===== src/design/mhfr_pkg.sv =====
package mhfr_pkg;

	localparam int          PAYLOAD_DEPTH_DEF = 32;
	localparam logic [31:0] MAGIC_RESET       = 32'hCB667C72;
	localparam logic [7:0]  ACK_RESET         = 8'h01;
	localparam logic [7:0]  CMD_INVALID       = 8'hFF;
	localparam logic [7:0]  LEN_OVERHEAD      = 8'd2;

	localparam int          CFG_IDX_W = 2;
	localparam logic [CFG_IDX_W-1:0] CFG_MAGIC = 2'd0;
	localparam logic [CFG_IDX_W-1:0] CFG_ACK   = 2'd1;

	localparam logic [1:0]  ST_GOOD = 2'd0;
	localparam logic [1:0]  ST_CSUM = 2'd1;
	localparam logic [1:0]  ST_LEN  = 2'd2;

	localparam int          OUT_DATA_W = 40;

	typedef struct packed {
		logic       valid;
		logic [1:0] status;
		logic [7:0] frame_type;
		logic [7:0] command;
		logic [5:0] payload_length;
		logic       needs_ack;
		logic       last;
	} frame_ev_t;

	typedef struct packed {
		logic busy;
		logic slot_ok;
	} emit_st_t;

endpackage


===== src/design/magic_header_frame_receiver.sv =====
// channel   | beat taken when                 | contents
// s_axis    | s_axis_tvalid & s_axis_tready   | one received byte
// m_axis    | m_axis_tvalid & m_axis_tready   | frame summary, error or payload byte
// cfg       | cfg_valid & cfg_ready           | register index and write data
//
// One received byte per cycle while parsing; no bytes are taken while a frame's
// payload plays out of the buffer memory, one payload beat per cycle while m_axis_tready is high.
// A byte that can end a frame waits for the output register to be free.
// Reset clears the parser, the output valid and the registers to defaults;
// the payload buffer needs no clearing.
module magic_header_frame_receiver #(
	parameter int PAYLOAD_DEPTH = mhfr_pkg::PAYLOAD_DEPTH_DEF
) (
	input  logic                               clk,
	input  logic                               arst_n,
	input  logic                               s_axis_tvalid,
	output logic                               s_axis_tready,
	input  logic [7:0]                         s_axis_tdata,  // rx_byte
	output logic                               m_axis_tvalid,
	input  logic                               m_axis_tready,
	// status, frame_type, command, payload_length, payload_byte, byte_position, needs_ack
	output logic [mhfr_pkg::OUT_DATA_W-1:0]    m_axis_tdata,
	output logic                               m_axis_tuser,  // is_payload
	output logic                               m_axis_tlast,
	input  logic                               cfg_valid,
	output logic                               cfg_ready,
	input  logic [mhfr_pkg::CFG_IDX_W-1:0]     cfg_index,
	input  logic [31:0]                        cfg_data
);

	import mhfr_pkg::*;

	localparam int AW = (PAYLOAD_DEPTH > 1) ? $clog2(PAYLOAD_DEPTH) : 1;

	frame_ev_t     ev;
	emit_st_t      emit_st;
	logic          wr_en;
	logic [AW-1:0] wr_addr;
	logic [7:0]    wr_data;
	logic [AW-1:0] rd_addr;
	logic [7:0]    rd_data;

	assign cfg_ready = 1'b1;

	mhfr_parse #(.PAYLOAD_DEPTH(PAYLOAD_DEPTH), .AW(AW)) u_parse (
		.clk           (clk),
		.arst_n        (arst_n),
		.s_axis_tvalid (s_axis_tvalid),
		.s_axis_tready (s_axis_tready),
		.s_axis_tdata  (s_axis_tdata),
		.cfg_valid     (cfg_valid),
		.cfg_index     (cfg_index),
		.cfg_data      (cfg_data),
		.emit_st       (emit_st),
		.ev            (ev),
		.wr_en         (wr_en),
		.wr_addr       (wr_addr),
		.wr_data       (wr_data)
	);

	mhfr_ram #(.WIDTH(8), .DEPTH(PAYLOAD_DEPTH), .AW(AW)) u_ram (
		.clk   (clk),
		.we    (wr_en),
		.waddr (wr_addr),
		.wdata (wr_data),
		.raddr (rd_addr),
		.rdata (rd_data)
	);

	mhfr_emit #(.PAYLOAD_DEPTH(PAYLOAD_DEPTH), .AW(AW)) u_emit (
		.clk           (clk),
		.arst_n        (arst_n),
		.ev            (ev),
		.emit_st       (emit_st),
		.rd_addr       (rd_addr),
		.rd_data       (rd_data),
		.m_axis_tvalid (m_axis_tvalid),
		.m_axis_tready (m_axis_tready),
		.m_axis_tdata  (m_axis_tdata),
		.m_axis_tuser  (m_axis_tuser),
		.m_axis_tlast  (m_axis_tlast)
	);

endmodule


===== src/design/mhfr_ram.sv =====
module mhfr_ram #(
	parameter int WIDTH = 8,
	parameter int DEPTH = 32,
	parameter int AW    = (DEPTH > 1) ? $clog2(DEPTH) : 1
) (
	input  logic             clk,
	input  logic             we,
	input  logic [AW-1:0]    waddr,
	input  logic [WIDTH-1:0] wdata,
	input  logic [AW-1:0]    raddr,
	output logic [WIDTH-1:0] rdata
);

	logic [WIDTH-1:0] mem [DEPTH];

	always_ff @(posedge clk) begin
		if (we) begin
			mem[waddr] <= wdata;
		end
		rdata <= mem[raddr];
	end

endmodule


===== src/design/mhfr_parse.sv =====
module mhfr_parse #(
	parameter int PAYLOAD_DEPTH = mhfr_pkg::PAYLOAD_DEPTH_DEF,
	parameter int AW = (PAYLOAD_DEPTH > 1) ? $clog2(PAYLOAD_DEPTH) : 1
) (
	input  logic                            clk,
	input  logic                            arst_n,
	input  logic                            s_axis_tvalid,
	output logic                            s_axis_tready,
	input  logic [7:0]                      s_axis_tdata,
	input  logic                            cfg_valid,
	input  logic [mhfr_pkg::CFG_IDX_W-1:0]  cfg_index,
	input  logic [31:0]                     cfg_data,
	input  mhfr_pkg::emit_st_t              emit_st,
	output mhfr_pkg::frame_ev_t             ev,
	output logic                            wr_en,
	output logic [AW-1:0]                   wr_addr,
	output logic [7:0]                      wr_data
);

	import mhfr_pkg::*;

	typedef enum logic [2:0] {
		PH_HUNT,
		PH_TYPE,
		PH_LEN,
		PH_CMD,
		PH_DATA,
		PH_CSUM
	} phase_t;

	localparam logic [8:0] LEN_MAX = 9'(PAYLOAD_DEPTH + 2);

	phase_t      phase_q;
	logic [31:0] magic_q;
	logic [7:0]  ack_q;
	logic [31:0] win_q;
	logic [7:0]  sum_q;
	logic [7:0]  type_q;
	logic [7:0]  len_q;
	logic [7:0]  cmd_q;
	logic [5:0]  fill_q;

	logic [31:0] win_d;
	logic [7:0]  ch;
	logic        acc;
	logic        match;
	logic        may_emit;
	logic        len_bad;
	logic [5:0]  fill_inc;
	logic [7:0]  sum_inc;

	assign ch       = s_axis_tdata;
	assign win_d    = {win_q[23:0], ch};
	assign match    = (win_d == magic_q);
	assign may_emit = (phase_q == PH_LEN) || (phase_q == PH_CSUM);
	assign s_axis_tready = !emit_st.busy && (emit_st.slot_ok || !may_emit);
	assign acc      = s_axis_tvalid && s_axis_tready;
	assign len_bad  = ({1'b0, ch} < 9'(LEN_OVERHEAD)) || ({1'b0, ch} > LEN_MAX);
	assign fill_inc = fill_q + 6'd1;
	assign sum_inc  = sum_q + ch;

	assign wr_en   = acc && !match && (phase_q == PH_DATA)
		&& ({1'b0, fill_q} < 7'(PAYLOAD_DEPTH));
	assign wr_addr = fill_q[AW-1:0];
	assign wr_data = ch;

	always_comb begin
		ev                = '0;
		ev.frame_type     = type_q;
		if (acc && !match) begin
			if (phase_q == PH_LEN && len_bad) begin
				ev.valid  = 1'b1;
				ev.status = ST_LEN;
				ev.last   = 1'b1;
			end else if (phase_q == PH_CSUM) begin
				ev.valid          = 1'b1;
				ev.command        = cmd_q;
				ev.payload_length = fill_q;
				if (ch != sum_q) begin
					ev.status = ST_CSUM;
					ev.last   = 1'b1;
				end else begin
					ev.status    = ST_GOOD;
					ev.needs_ack = (type_q != ack_q);
					ev.last      = (fill_q == 6'd0);
				end
			end
		end
	end

	always_ff @(posedge clk or negedge arst_n) begin
		if (!arst_n) begin
			phase_q <= PH_HUNT;
			magic_q <= MAGIC_RESET;
			ack_q   <= ACK_RESET;
			win_q   <= '0;
			sum_q   <= '0;
			type_q  <= '0;
			len_q   <= '0;
			cmd_q   <= CMD_INVALID;
			fill_q  <= '0;
		end else begin
			if (cfg_valid) begin
				unique case (cfg_index)
					CFG_MAGIC: magic_q <= cfg_data;
					CFG_ACK:   ack_q   <= cfg_data[7:0];
					default:   ;
				endcase
			end
			if (acc) begin
				win_q <= win_d;
				if (match) begin
					phase_q <= PH_TYPE;
					fill_q  <= '0;
					sum_q   <= '0;
					cmd_q   <= CMD_INVALID;
				end else begin
					unique case (phase_q)
						PH_HUNT: ;
						PH_TYPE: begin
							type_q  <= ch;
							fill_q  <= '0;
							cmd_q   <= CMD_INVALID;
							sum_q   <= ch;
							phase_q <= PH_LEN;
						end
						PH_LEN: begin
							len_q <= ch;
							if (len_bad) begin
								phase_q <= PH_HUNT;
								fill_q  <= '0;
								sum_q   <= '0;
								cmd_q   <= CMD_INVALID;
							end else begin
								sum_q   <= sum_inc;
								phase_q <= PH_CMD;
							end
						end
						PH_CMD: begin
							cmd_q   <= ch;
							sum_q   <= sum_inc;
							phase_q <= (len_q == LEN_OVERHEAD) ? PH_CSUM : PH_DATA;
						end
						PH_DATA: begin
							fill_q <= fill_inc;
							sum_q  <= sum_inc;
							if ({2'b00, fill_inc} + LEN_OVERHEAD == len_q) begin
								phase_q <= PH_CSUM;
							end
						end
						PH_CSUM: begin
							phase_q <= PH_HUNT;
							fill_q  <= '0;
							sum_q   <= '0;
							cmd_q   <= CMD_INVALID;
						end
						default: phase_q <= PH_HUNT;
					endcase
				end
			end
		end
	end

endmodule


===== src/design/mhfr_emit.sv =====
module mhfr_emit #(
	parameter int PAYLOAD_DEPTH = mhfr_pkg::PAYLOAD_DEPTH_DEF,
	parameter int AW = (PAYLOAD_DEPTH > 1) ? $clog2(PAYLOAD_DEPTH) : 1
) (
	input  logic                               clk,
	input  logic                               arst_n,
	input  mhfr_pkg::frame_ev_t                ev,
	output mhfr_pkg::emit_st_t                 emit_st,
	output logic [AW-1:0]                      rd_addr,
	input  logic [7:0]                         rd_data,
	output logic                               m_axis_tvalid,
	input  logic                               m_axis_tready,
	output logic [mhfr_pkg::OUT_DATA_W-1:0]    m_axis_tdata,
	output logic                               m_axis_tuser,
	output logic                               m_axis_tlast
);

	import mhfr_pkg::*;

	logic       play_q;
	logic [5:0] idx_q;
	logic [5:0] idx_d;
	logic [5:0] n_q;
	logic [7:0] type_q;
	logic [7:0] cmd_q;
	logic       ack_q;

	logic       vld_q;
	logic [1:0] o_status_q;
	logic       o_isp_q;
	logic [7:0] o_type_q;
	logic [7:0] o_cmd_q;
	logic [5:0] o_plen_q;
	logic [7:0] o_pb_q;
	logic [4:0] o_pos_q;
	logic       o_ack_q;
	logic       o_last_q;

	logic slot_ok;
	logic play_ld;
	logic play_end;

	assign slot_ok  = !vld_q || m_axis_tready;
	assign play_ld  = play_q && slot_ok;
	assign play_end = (idx_q + 6'd1 == n_q);

	assign emit_st.busy    = play_q;
	assign emit_st.slot_ok = slot_ok;

	// address tracks the next index so rd_data always holds entry idx_q
	always_comb begin
		idx_d = idx_q;
		if (ev.valid) begin
			idx_d = '0;
		end else if (play_ld) begin
			idx_d = idx_q + 6'd1;
		end
	end
	assign rd_addr = idx_d[AW-1:0];

	always_ff @(posedge clk or negedge arst_n) begin
		if (!arst_n) begin
			play_q <= 1'b0;
			idx_q  <= '0;
			vld_q  <= 1'b0;
		end else begin
			idx_q <= idx_d;
			if (ev.valid) begin
				vld_q  <= 1'b1;
				play_q <= (ev.status == ST_GOOD) && (ev.payload_length != 6'd0);
			end else if (play_ld) begin
				vld_q <= 1'b1;
				if (play_end) begin
					play_q <= 1'b0;
				end
			end else if (m_axis_tready) begin
				vld_q <= 1'b0;
			end
		end
	end

	always_ff @(posedge clk) begin
		if (ev.valid) begin
			n_q        <= ev.payload_length;
			type_q     <= ev.frame_type;
			cmd_q      <= ev.command;
			ack_q      <= ev.needs_ack;
			o_status_q <= ev.status;
			o_isp_q    <= 1'b0;
			o_type_q   <= ev.frame_type;
			o_cmd_q    <= ev.command;
			o_plen_q   <= ev.payload_length;
			o_pb_q     <= '0;
			o_pos_q    <= '0;
			o_ack_q    <= ev.needs_ack;
			o_last_q   <= ev.last;
		end else if (play_ld) begin
			o_status_q <= ST_GOOD;
			o_isp_q    <= 1'b1;
			o_type_q   <= type_q;
			o_cmd_q    <= cmd_q;
			o_plen_q   <= n_q;
			o_pb_q     <= rd_data;
			o_pos_q    <= idx_q[4:0];
			o_ack_q    <= ack_q;
			o_last_q   <= play_end;
		end
	end

	assign m_axis_tvalid = vld_q;
	assign m_axis_tuser  = o_isp_q;
	assign m_axis_tlast  = o_last_q;
	assign m_axis_tdata  = {2'b00, o_ack_q, o_pos_q, o_pb_q, o_plen_q, o_cmd_q, o_type_q,
		o_status_q};

endmodule

===== config.mk =====
export PLATFORM = sky130hd
export DESIGN_NAME = magic_header_frame_receiver
export DESIGN_NICKNAME = d
export VERILOG_FILES = /design/src/design/mhfr_pkg.sv /design/src/design/magic_header_frame_receiver.sv /design/src/design/mhfr_ram.sv /design/src/design/mhfr_parse.sv /design/src/design/mhfr_emit.sv
export SDC_FILE = /design/constraint.sdc
export NUM_CORES = 1
export LEC_CHECK = 0
export BUFFER_PORTS_ARGS = -buffer_cell sky130_fd_sc_hd__buf_2
export CORE_UTILIZATION = 60
export CTS_BUF_LIST = sky130_fd_sc_hd__clkbuf_4
export DETAILED_ROUTE_END_ITERATION = 8
export PLACE_DENSITY = 0.77
export SETUP_SLACK_MARGIN = 0.02
export SLEW_MARGIN = 5
export SYNTH_ARGS = -nofsm -noshare
export SYNTH_HDL_FRONTEND = slang
export SYNTH_SLANG_ARGS = --single-unit

===== constraint.sdc =====
create_clock -name clk -period 7.7 [get_ports clk]
set_clock_uncertainty 0.15 [all_clocks]
set_input_delay 1.54 -clock clk [delete_from_list [all_inputs] [get_ports clk]]
set_output_delay 1.54 -clock clk [all_outputs]
set_load 0.05 [all_outputs]

==> reports/metrics.cfg, run 1 <==
[outcome]
status=finished clean

[route]
vias_per_cell=6.172
vias=12710
drt_iter0_drc=1309
drc_errors=0
wire_per_inst_um=22.73
dr.pass1.iters=6
routed_wl_um=46830
ant_nets=0

[clock_network]
cts-htree-levels=3
clkLatencyLatePin_ns=0.77
cts_tree=built
hold_buffers=0
cts_setup_buffers=0
cts_num_sinks=440
cts_buffer_depth=3
clock-root-buffer=clkbuf_4
clkTransAtPathRegs_ns=0.07
cts_buffers=109
cts_resized=0

[synth]
synth_top_area_cell=edfxtp_1
yosysMostFrequentCell=edfxtp_1
ys.flop_type=edfxtp_1
ys_types=80
ys_warn_count=0
avgSynthCellArea_um2=13.07
yosys_register_bits=440
synth_top_cell_area_share_pct=48.93
yosys-top-cells-count=edfxtp_1 (305), nand2_1 (246), nor2_1 (98), dfrtp_1 (86), mux2_2 (61)
netlist_area_um2=18720
syn_inst=1432
synth-edff-count=305
ys_seq_area_share_pct=66.58
synthArstFlopShare_pct=25.68
synthTopCellsByArea=edfxtp_1 (49%), dfrtp_1 (11%), nand2_1 (4.9%)

[setup_path]
critical_path.cell_chain=buf_2, buf_4, xnor2_1, nand4_1, nor4_1, a221o_2, nand2_1, clkinv_1, and3_1, o41ai_1, o32a_1
cp_max_fo=41
cp-end-kind=flop
crit_arrival_ns=5.60
cp_slowest_cell=a221o_2
cp_data_required_time_ns=8.19
crit_type=in2reg
start_kind=input port
cpPeakStageDelay_ns=0.90

[floorplan]
fp-row-count=64
core-area_um2=30670
dieWidth_um=178.6
initial_core_util_pct=61.03
die_h_um=178.6
die-area_um2=31910
io_pins=92

[sta]
drv_slew=0
worstMarginPinSlew_ns=1.159
hold_viol=0
finalSetupViolations=0
max_freq_mhz=195.8
slew-limit-headroom_pct=22.56
rsz0062_at_grt=no
period_minus_slack_ns=5.107
finalSetupTns_ns=0
period_share_pct=66.33
hold_ws_ns=0.3011

[finish]
drive_above_1_share_pct=25.02
regMostFlops=u_ram.mem
largest_reg_flops=256
nets=1636
top_regs=u_ram.mem (256), u_parse.magic_q (32), u_parse.win_q (24)
area_growth_pct=11.74

[global_routing]
antenna_found_initial=1
grt_max_degree=58
grt_pass1_vias=12320
grt_usage_pct=30.36
grt_pass1_wl_um=71690
gr-total-overflow=0

[pwr]
p_comb_share_pct=36.8
clkPwrFrac_pct=24.2
switchingPower_mw=3.262
seq_power_share_pct=38.9
p_int_mw=5.051
power.leakage_nw=8.131
switching_share_pct=39.24
power.density_nw_per_um2=397.5
ir_worst_vdd_mv=0.2341

[worst_hold_path]
hold_class=reg2reg

[placed_design]
portBuffers=88
place_congestion=0.9702
dpl.hpwl_um=29530

[flow_run]
cap_violations=0

-- power groups by stage --
stage          logic, mW  clock network, mW  registers (mW)
5_1_grt             3.30               2.17            3.27
6_report            3.06               2.01            3.24
3_3_place_gp        2.96                  0            3.26
3_5_place_dp        3.01                  0            3.27
2_1_floorplan       1.96                  0            3.42
4_1_cts             3.03               2.04            3.23
-- routing by layer --
metal | global-route usage [%] | part of all wire, % | wire length, um
met4 | 12.11 | 3.3 | 1530
met1 | 43.08 | 42 | 19650
met2 | 45.61 | 46 | 21400
met5 | 0 | 0 | 0
met3 | 6.905 | 9.1 | 4248
-- critical path: cells and delay by family --
kind            cells  cell delay (ns)
simple gates        4             1.56
compound gates      3             1.30
buf+inv             3             0.94
xor+xnor            1             0.19
-- area by class of cell --
class,count,area (um^2)
inverter,13,51.30
sequential,440,12460
fill,2245,9756
tap,396,495.5
clock inverter,17,98.84
antenna,1,2.502
clock buffer,182,1366
multi-input combinational,905,5861
timing repair buffer,106,578.1
-- cells by family (layout without fill, tap and decap cells) --
family                   after synthesis  in the layout  synth area share, %
flip-flops                           440            440                66.58
AND/OR/NAND/NOR                      479            479                11.46
buffers and inverters                 88            318                2.273
other                                  2              4              0.04012
AO/OA/AOI/OAI                        238            238                8.884
multiplexers                          97             97                6.331
XOR/XNOR                              74             74                3.463
adder cells (fa/ha/maj)               14             14               0.9760
-- through the flow --
| step | power, mW | cells | setup WS (ns) | util, % | instance area [um^2] |
|---|---|---|---|---|---|
| 6_report | 8.313 | 2060 | 2.593 | 68.19 | 20910 |
| 2_1_floorplan | 5.383 | 1433 | 3.292 | - | 18720 |
| 4_1_cts | 8.301 | 2059 | 2.697 | 68.18 | 20910 |
| 5_1_grt | 8.740 | 2060 | 2.395 | 68.19 | 20910 |
| 3_3_place_gp | 6.222 | 1860 | 2.062 | 63.41 | 19450 |
| 3_5_place_dp | 6.288 | 1860 | 1.937 | 63.41 | 19450 |
-- cell usage in the layout (no fill, tap or decap), types with 45 or more instances in the layout --
master,count
edfxtp_1,305
nand2_1,246
clkbuf_4,182
nor2_1,98
buf_2,87
dfrtp_1,86
mux2_2,61
xnor2_1,51
o21ai_0,46
a21oi_1,45
-- path summary, 6_finish.rpt --
kind / end / startpoint / slack [ns] / depth (start not counted)
max: u_ram.rdata[4]$_DFF_P_ / s_axis_tdata[4] / 2.59 / 11
min: u_emit.o_pb_q[5]$_SDFFE_PN0P_ / u_emit.o_pb_q[5]$_SDFFE_PN0P_ / 0.30 / 2
min in group asynchronous: u_emit.idx_q[5]$_DFFE_PN0P_ / arst_n / 0.70 / 1
min reg2reg: u_emit.o_pb_q[5]$_SDFFE_PN0P_ / u_emit.o_pb_q[5]$_SDFFE_PN0P_ / 0.30 / 2
max reg2reg: u_ram.rdata[4]$_DFF_P_ / u_parse.phase_q[0]$_DFFE_PN0P_ / 2.89 / 9
max in group asynchronous: u_parse.type_q[5]$_DFFE_PN0P_ / arst_n / 5.43 / 2
Note: power is estimated with default switching activity, not from simulation.
==> run 2: changes to the inputs <==
==> constraint.sdc (replaced) <==
create_clock -name clk -period 5.3 [get_ports clk]
set_clock_uncertainty 0.15 [all_clocks]
set_input_delay 1.06 -clock clk [delete_from_list [all_inputs] [get_ports clk]]
set_output_delay 1.06 -clock clk [all_outputs]
set_load 0.05 [all_outputs]
==> run 2 against run 1 <==
- total power rose by 44%
- cell area increased by 0.44%
- die area did not move
- critical path depth fell by 1
- register-to-register slack worse by 1.3 ns
- non-clock buffer count rose by 17
- sequential power rose by 45%
==> reports/metrics.cfg, run 2 (synthesis results as in run 1) <==
[outcome]
status=finished clean

[floorplan]
fp-row-count=64  ; unchanged
dieWidth_um=178.6  ; unchanged
core-area_um2=30670  ; unchanged
initial_core_util_pct=61.03  ; unchanged
die_h_um=178.6  ; unchanged
io_pins=92  ; unchanged
die-area_um2=31910  ; unchanged

[route]
drt_iter0_drc=1512  ; +16%
met1_length_um=18650  ; -5.0%
vias_per_cell=6.092  ; -1.3%
drc_errors=0  ; unchanged
wl_met3_um=4530  ; +6.6%
met2WireLength_um=22680  ; +6.0%
wire_per_inst_um=22.63  ; -0.45%
top_layer_used=met4
vias=12700  ; -0.15%
routed_wl_um=47160  ; +0.71%
ant_nets=0  ; unchanged
dr.pass1.iters=9  ; +3

[flow_run]
cap_violations=0  ; unchanged

[sta]
hold_viol=0  ; unchanged
setup_slack_ns=1.474  ; -1.119 ns
slew-limit-headroom_pct=30.35  ; +7.8 points
max_freq_mhz=261.3
finalSetupViolations=0  ; unchanged
period_share_pct=72.20
rsz0062_at_grt=no
period_minus_slack_ns=3.826
hold_ws_ns=0.2862  ; -0.01487 ns
drv_slew=0  ; unchanged
worstMarginPinSlew_ns=1.041  ; -0.1176 ns
finalSetupTns_ns=0  ; unchanged

[setup_path]
cp_max_fo=22  ; -46%
ff2ff_setup_slack_ns=1.55  ; -1.34 ns
cp_common_cell=a211oi_1
crit_type=in2reg
start_kind=input port
path_buf_inv=2  ; -1
cp-end-kind=flop
cpPeakStageDelay_ns=0.59  ; -0.31 ns
crit_arrival_ns=4.38  ; -1.22 ns
cp_data_required_time_ns=5.86  ; -2.33 ns
critical_path.cell_chain=buf_2, xnor2_1, nand4_1, nor4_1, a221o_2, buf_4, and2_1, a211oi_1, a211oi_1, o22a_1
cp_top_family=compound AO/OA/AOI/OAI gates
cp_slowest_cell=nor4_1

[global_routing]
grt_pass1_wl_um=71970  ; +0.39%
grt_max_degree=60  ; +3.4%
antenna_found_initial=1  ; unchanged
gr-total-overflow=0  ; unchanged
grt_pass1_vias=12410  ; +0.66%
grt_usage_pct=30.71  ; +0.35 points

[placed_design]
post_dp_cell_area_um2=19570  ; +0.62%
pre_cts_ws_ns=0.7900  ; -1.147 ns
portBuffers=88  ; unchanged
dpl.hpwl_um=30850  ; +4.5%
place_congestion=0.9514  ; -1.9%

[clock_network]
cts_tree=built
clock-root-buffer=clkbuf_4
cts_num_sinks=440  ; unchanged
cts_buffers=108  ; -0.92%
cts_buffer_depth=3  ; unchanged
cts-htree-levels=3  ; unchanged
clkLatencyLatePin_ns=0.80  ; +0.03 ns
clkTransAtPathRegs_ns=0.07  ; about the same

[pwr]
fin_total_pwr_mw=11.98  ; +44%
ir_worst_vdd_mv=0.2892  ; +24%
power.density_nw_per_um2=570.5  ; +44%
power.leakage_nw=8.171  ; +0.49%

[finish]
layout_commonest_cell=edfxtp_1
drive_above_1_share_pct=24.97  ; -0.045 points
final_cell_mix=edfxtp_1 (305), nand2_1 (246), clkbuf_4 (169), nor2_1 (98), buf_2 (87)
area_growth_pct=12.23
fill_cells=2199  ; -2.0%
nets=1652  ; +0.98%
finalInstanceArea_um2=21010  ; +0.44%
regMostFlops=u_ram.mem
largest_reg_flops=256  ; unchanged
top_regs=u_ram.mem (256), u_parse.magic_q (32), u_parse.win_q (24)

[worst_hold_path]
hold_class=reg2reg

run 2: area by class of cell:
| type | instances | area [um^2] | share of cell area, % |
|---|---|---|---|
| Sequential cell | 440 | 12460 | 59.32 |
| Multi-Input combinational cell | 905 | 5861 | 27.90 |
| Clock buffer | 169 | 1269 | 6.040 |
| Timing Repair Buffer | 123 | 708.2 | 3.371 |
| Tap cell | 396 | 495.5 | 2.359 |
| Clock inverter | 36 | 155.1 | 0.7386 |
| Inverter | 13 | 51.30 | 0.2442 |
| Antenna cell | 2 | 5.005 | 0.02383 |
run 2: power breakdown:
part | total [mW] | switching [mW] | internal (mW)
Combinational | 4.50 | 2.96 | 1.54
Sequential | 4.69 | 0.444 | 4.25
Clock | 2.79 | 1.34 | 1.45
run 2: worst reg2reg max path, delay by kind of cell (launching register included):
kind | cells | cell delay, ns
and+or+nand+nor | 6 | 2.45
DFF | 1 | 0.54
AOI/OAI and AO/OA | 1 | 0.18
run 2: through the flow:
stage          utilization (%)  instances
2_1_floorplan                -       1433
3_3_place_gp             63.80       1876
3_5_place_dp             63.80       1876
4_1_cts                  68.47       2082
5_1_grt                  68.48       2083
6_report                 68.49       2084
run 2: worst paths after layout:
kind / start / end / depth (start not counted)
setup / recovery: s_axis_tdata[1] / u_ram.rdata[2]$_DFF_P_ / 10
hold / removal: u_ram.rdata[7]$_DFF_P_ / u_emit.o_pb_q[7]$_SDFFE_PN0P_ / 2
setup reg to reg: u_parse.phase_q[0]$_DFFE_PN0P_ / u_ram.mem[10][6]$_DFFE_PP_ / 7
hold reg to reg: u_ram.rdata[7]$_DFF_P_ / u_emit.o_pb_q[7]$_SDFFE_PN0P_ / 2
max in group asynchronous: arst_n / u_parse.win_q[19]$_DFFE_PN0P_ / 3
min in group asynchronous: arst_n / u_emit.idx_q[4]$_DFF_PN0_ / 2
run 2: metal layers:
layer	track usage, %	vias to the layer above
met2	48.93	686
met5	0	-
met1	41.39	6229
met4	11.09	0
li1	-	5676
met3	7.140	104
run 2: timing repair:
action	CTS	global route
hold buffers	1	0
endpoints found under the hold margin	4	0
setup buffers	0	0
resized for setup	0	0
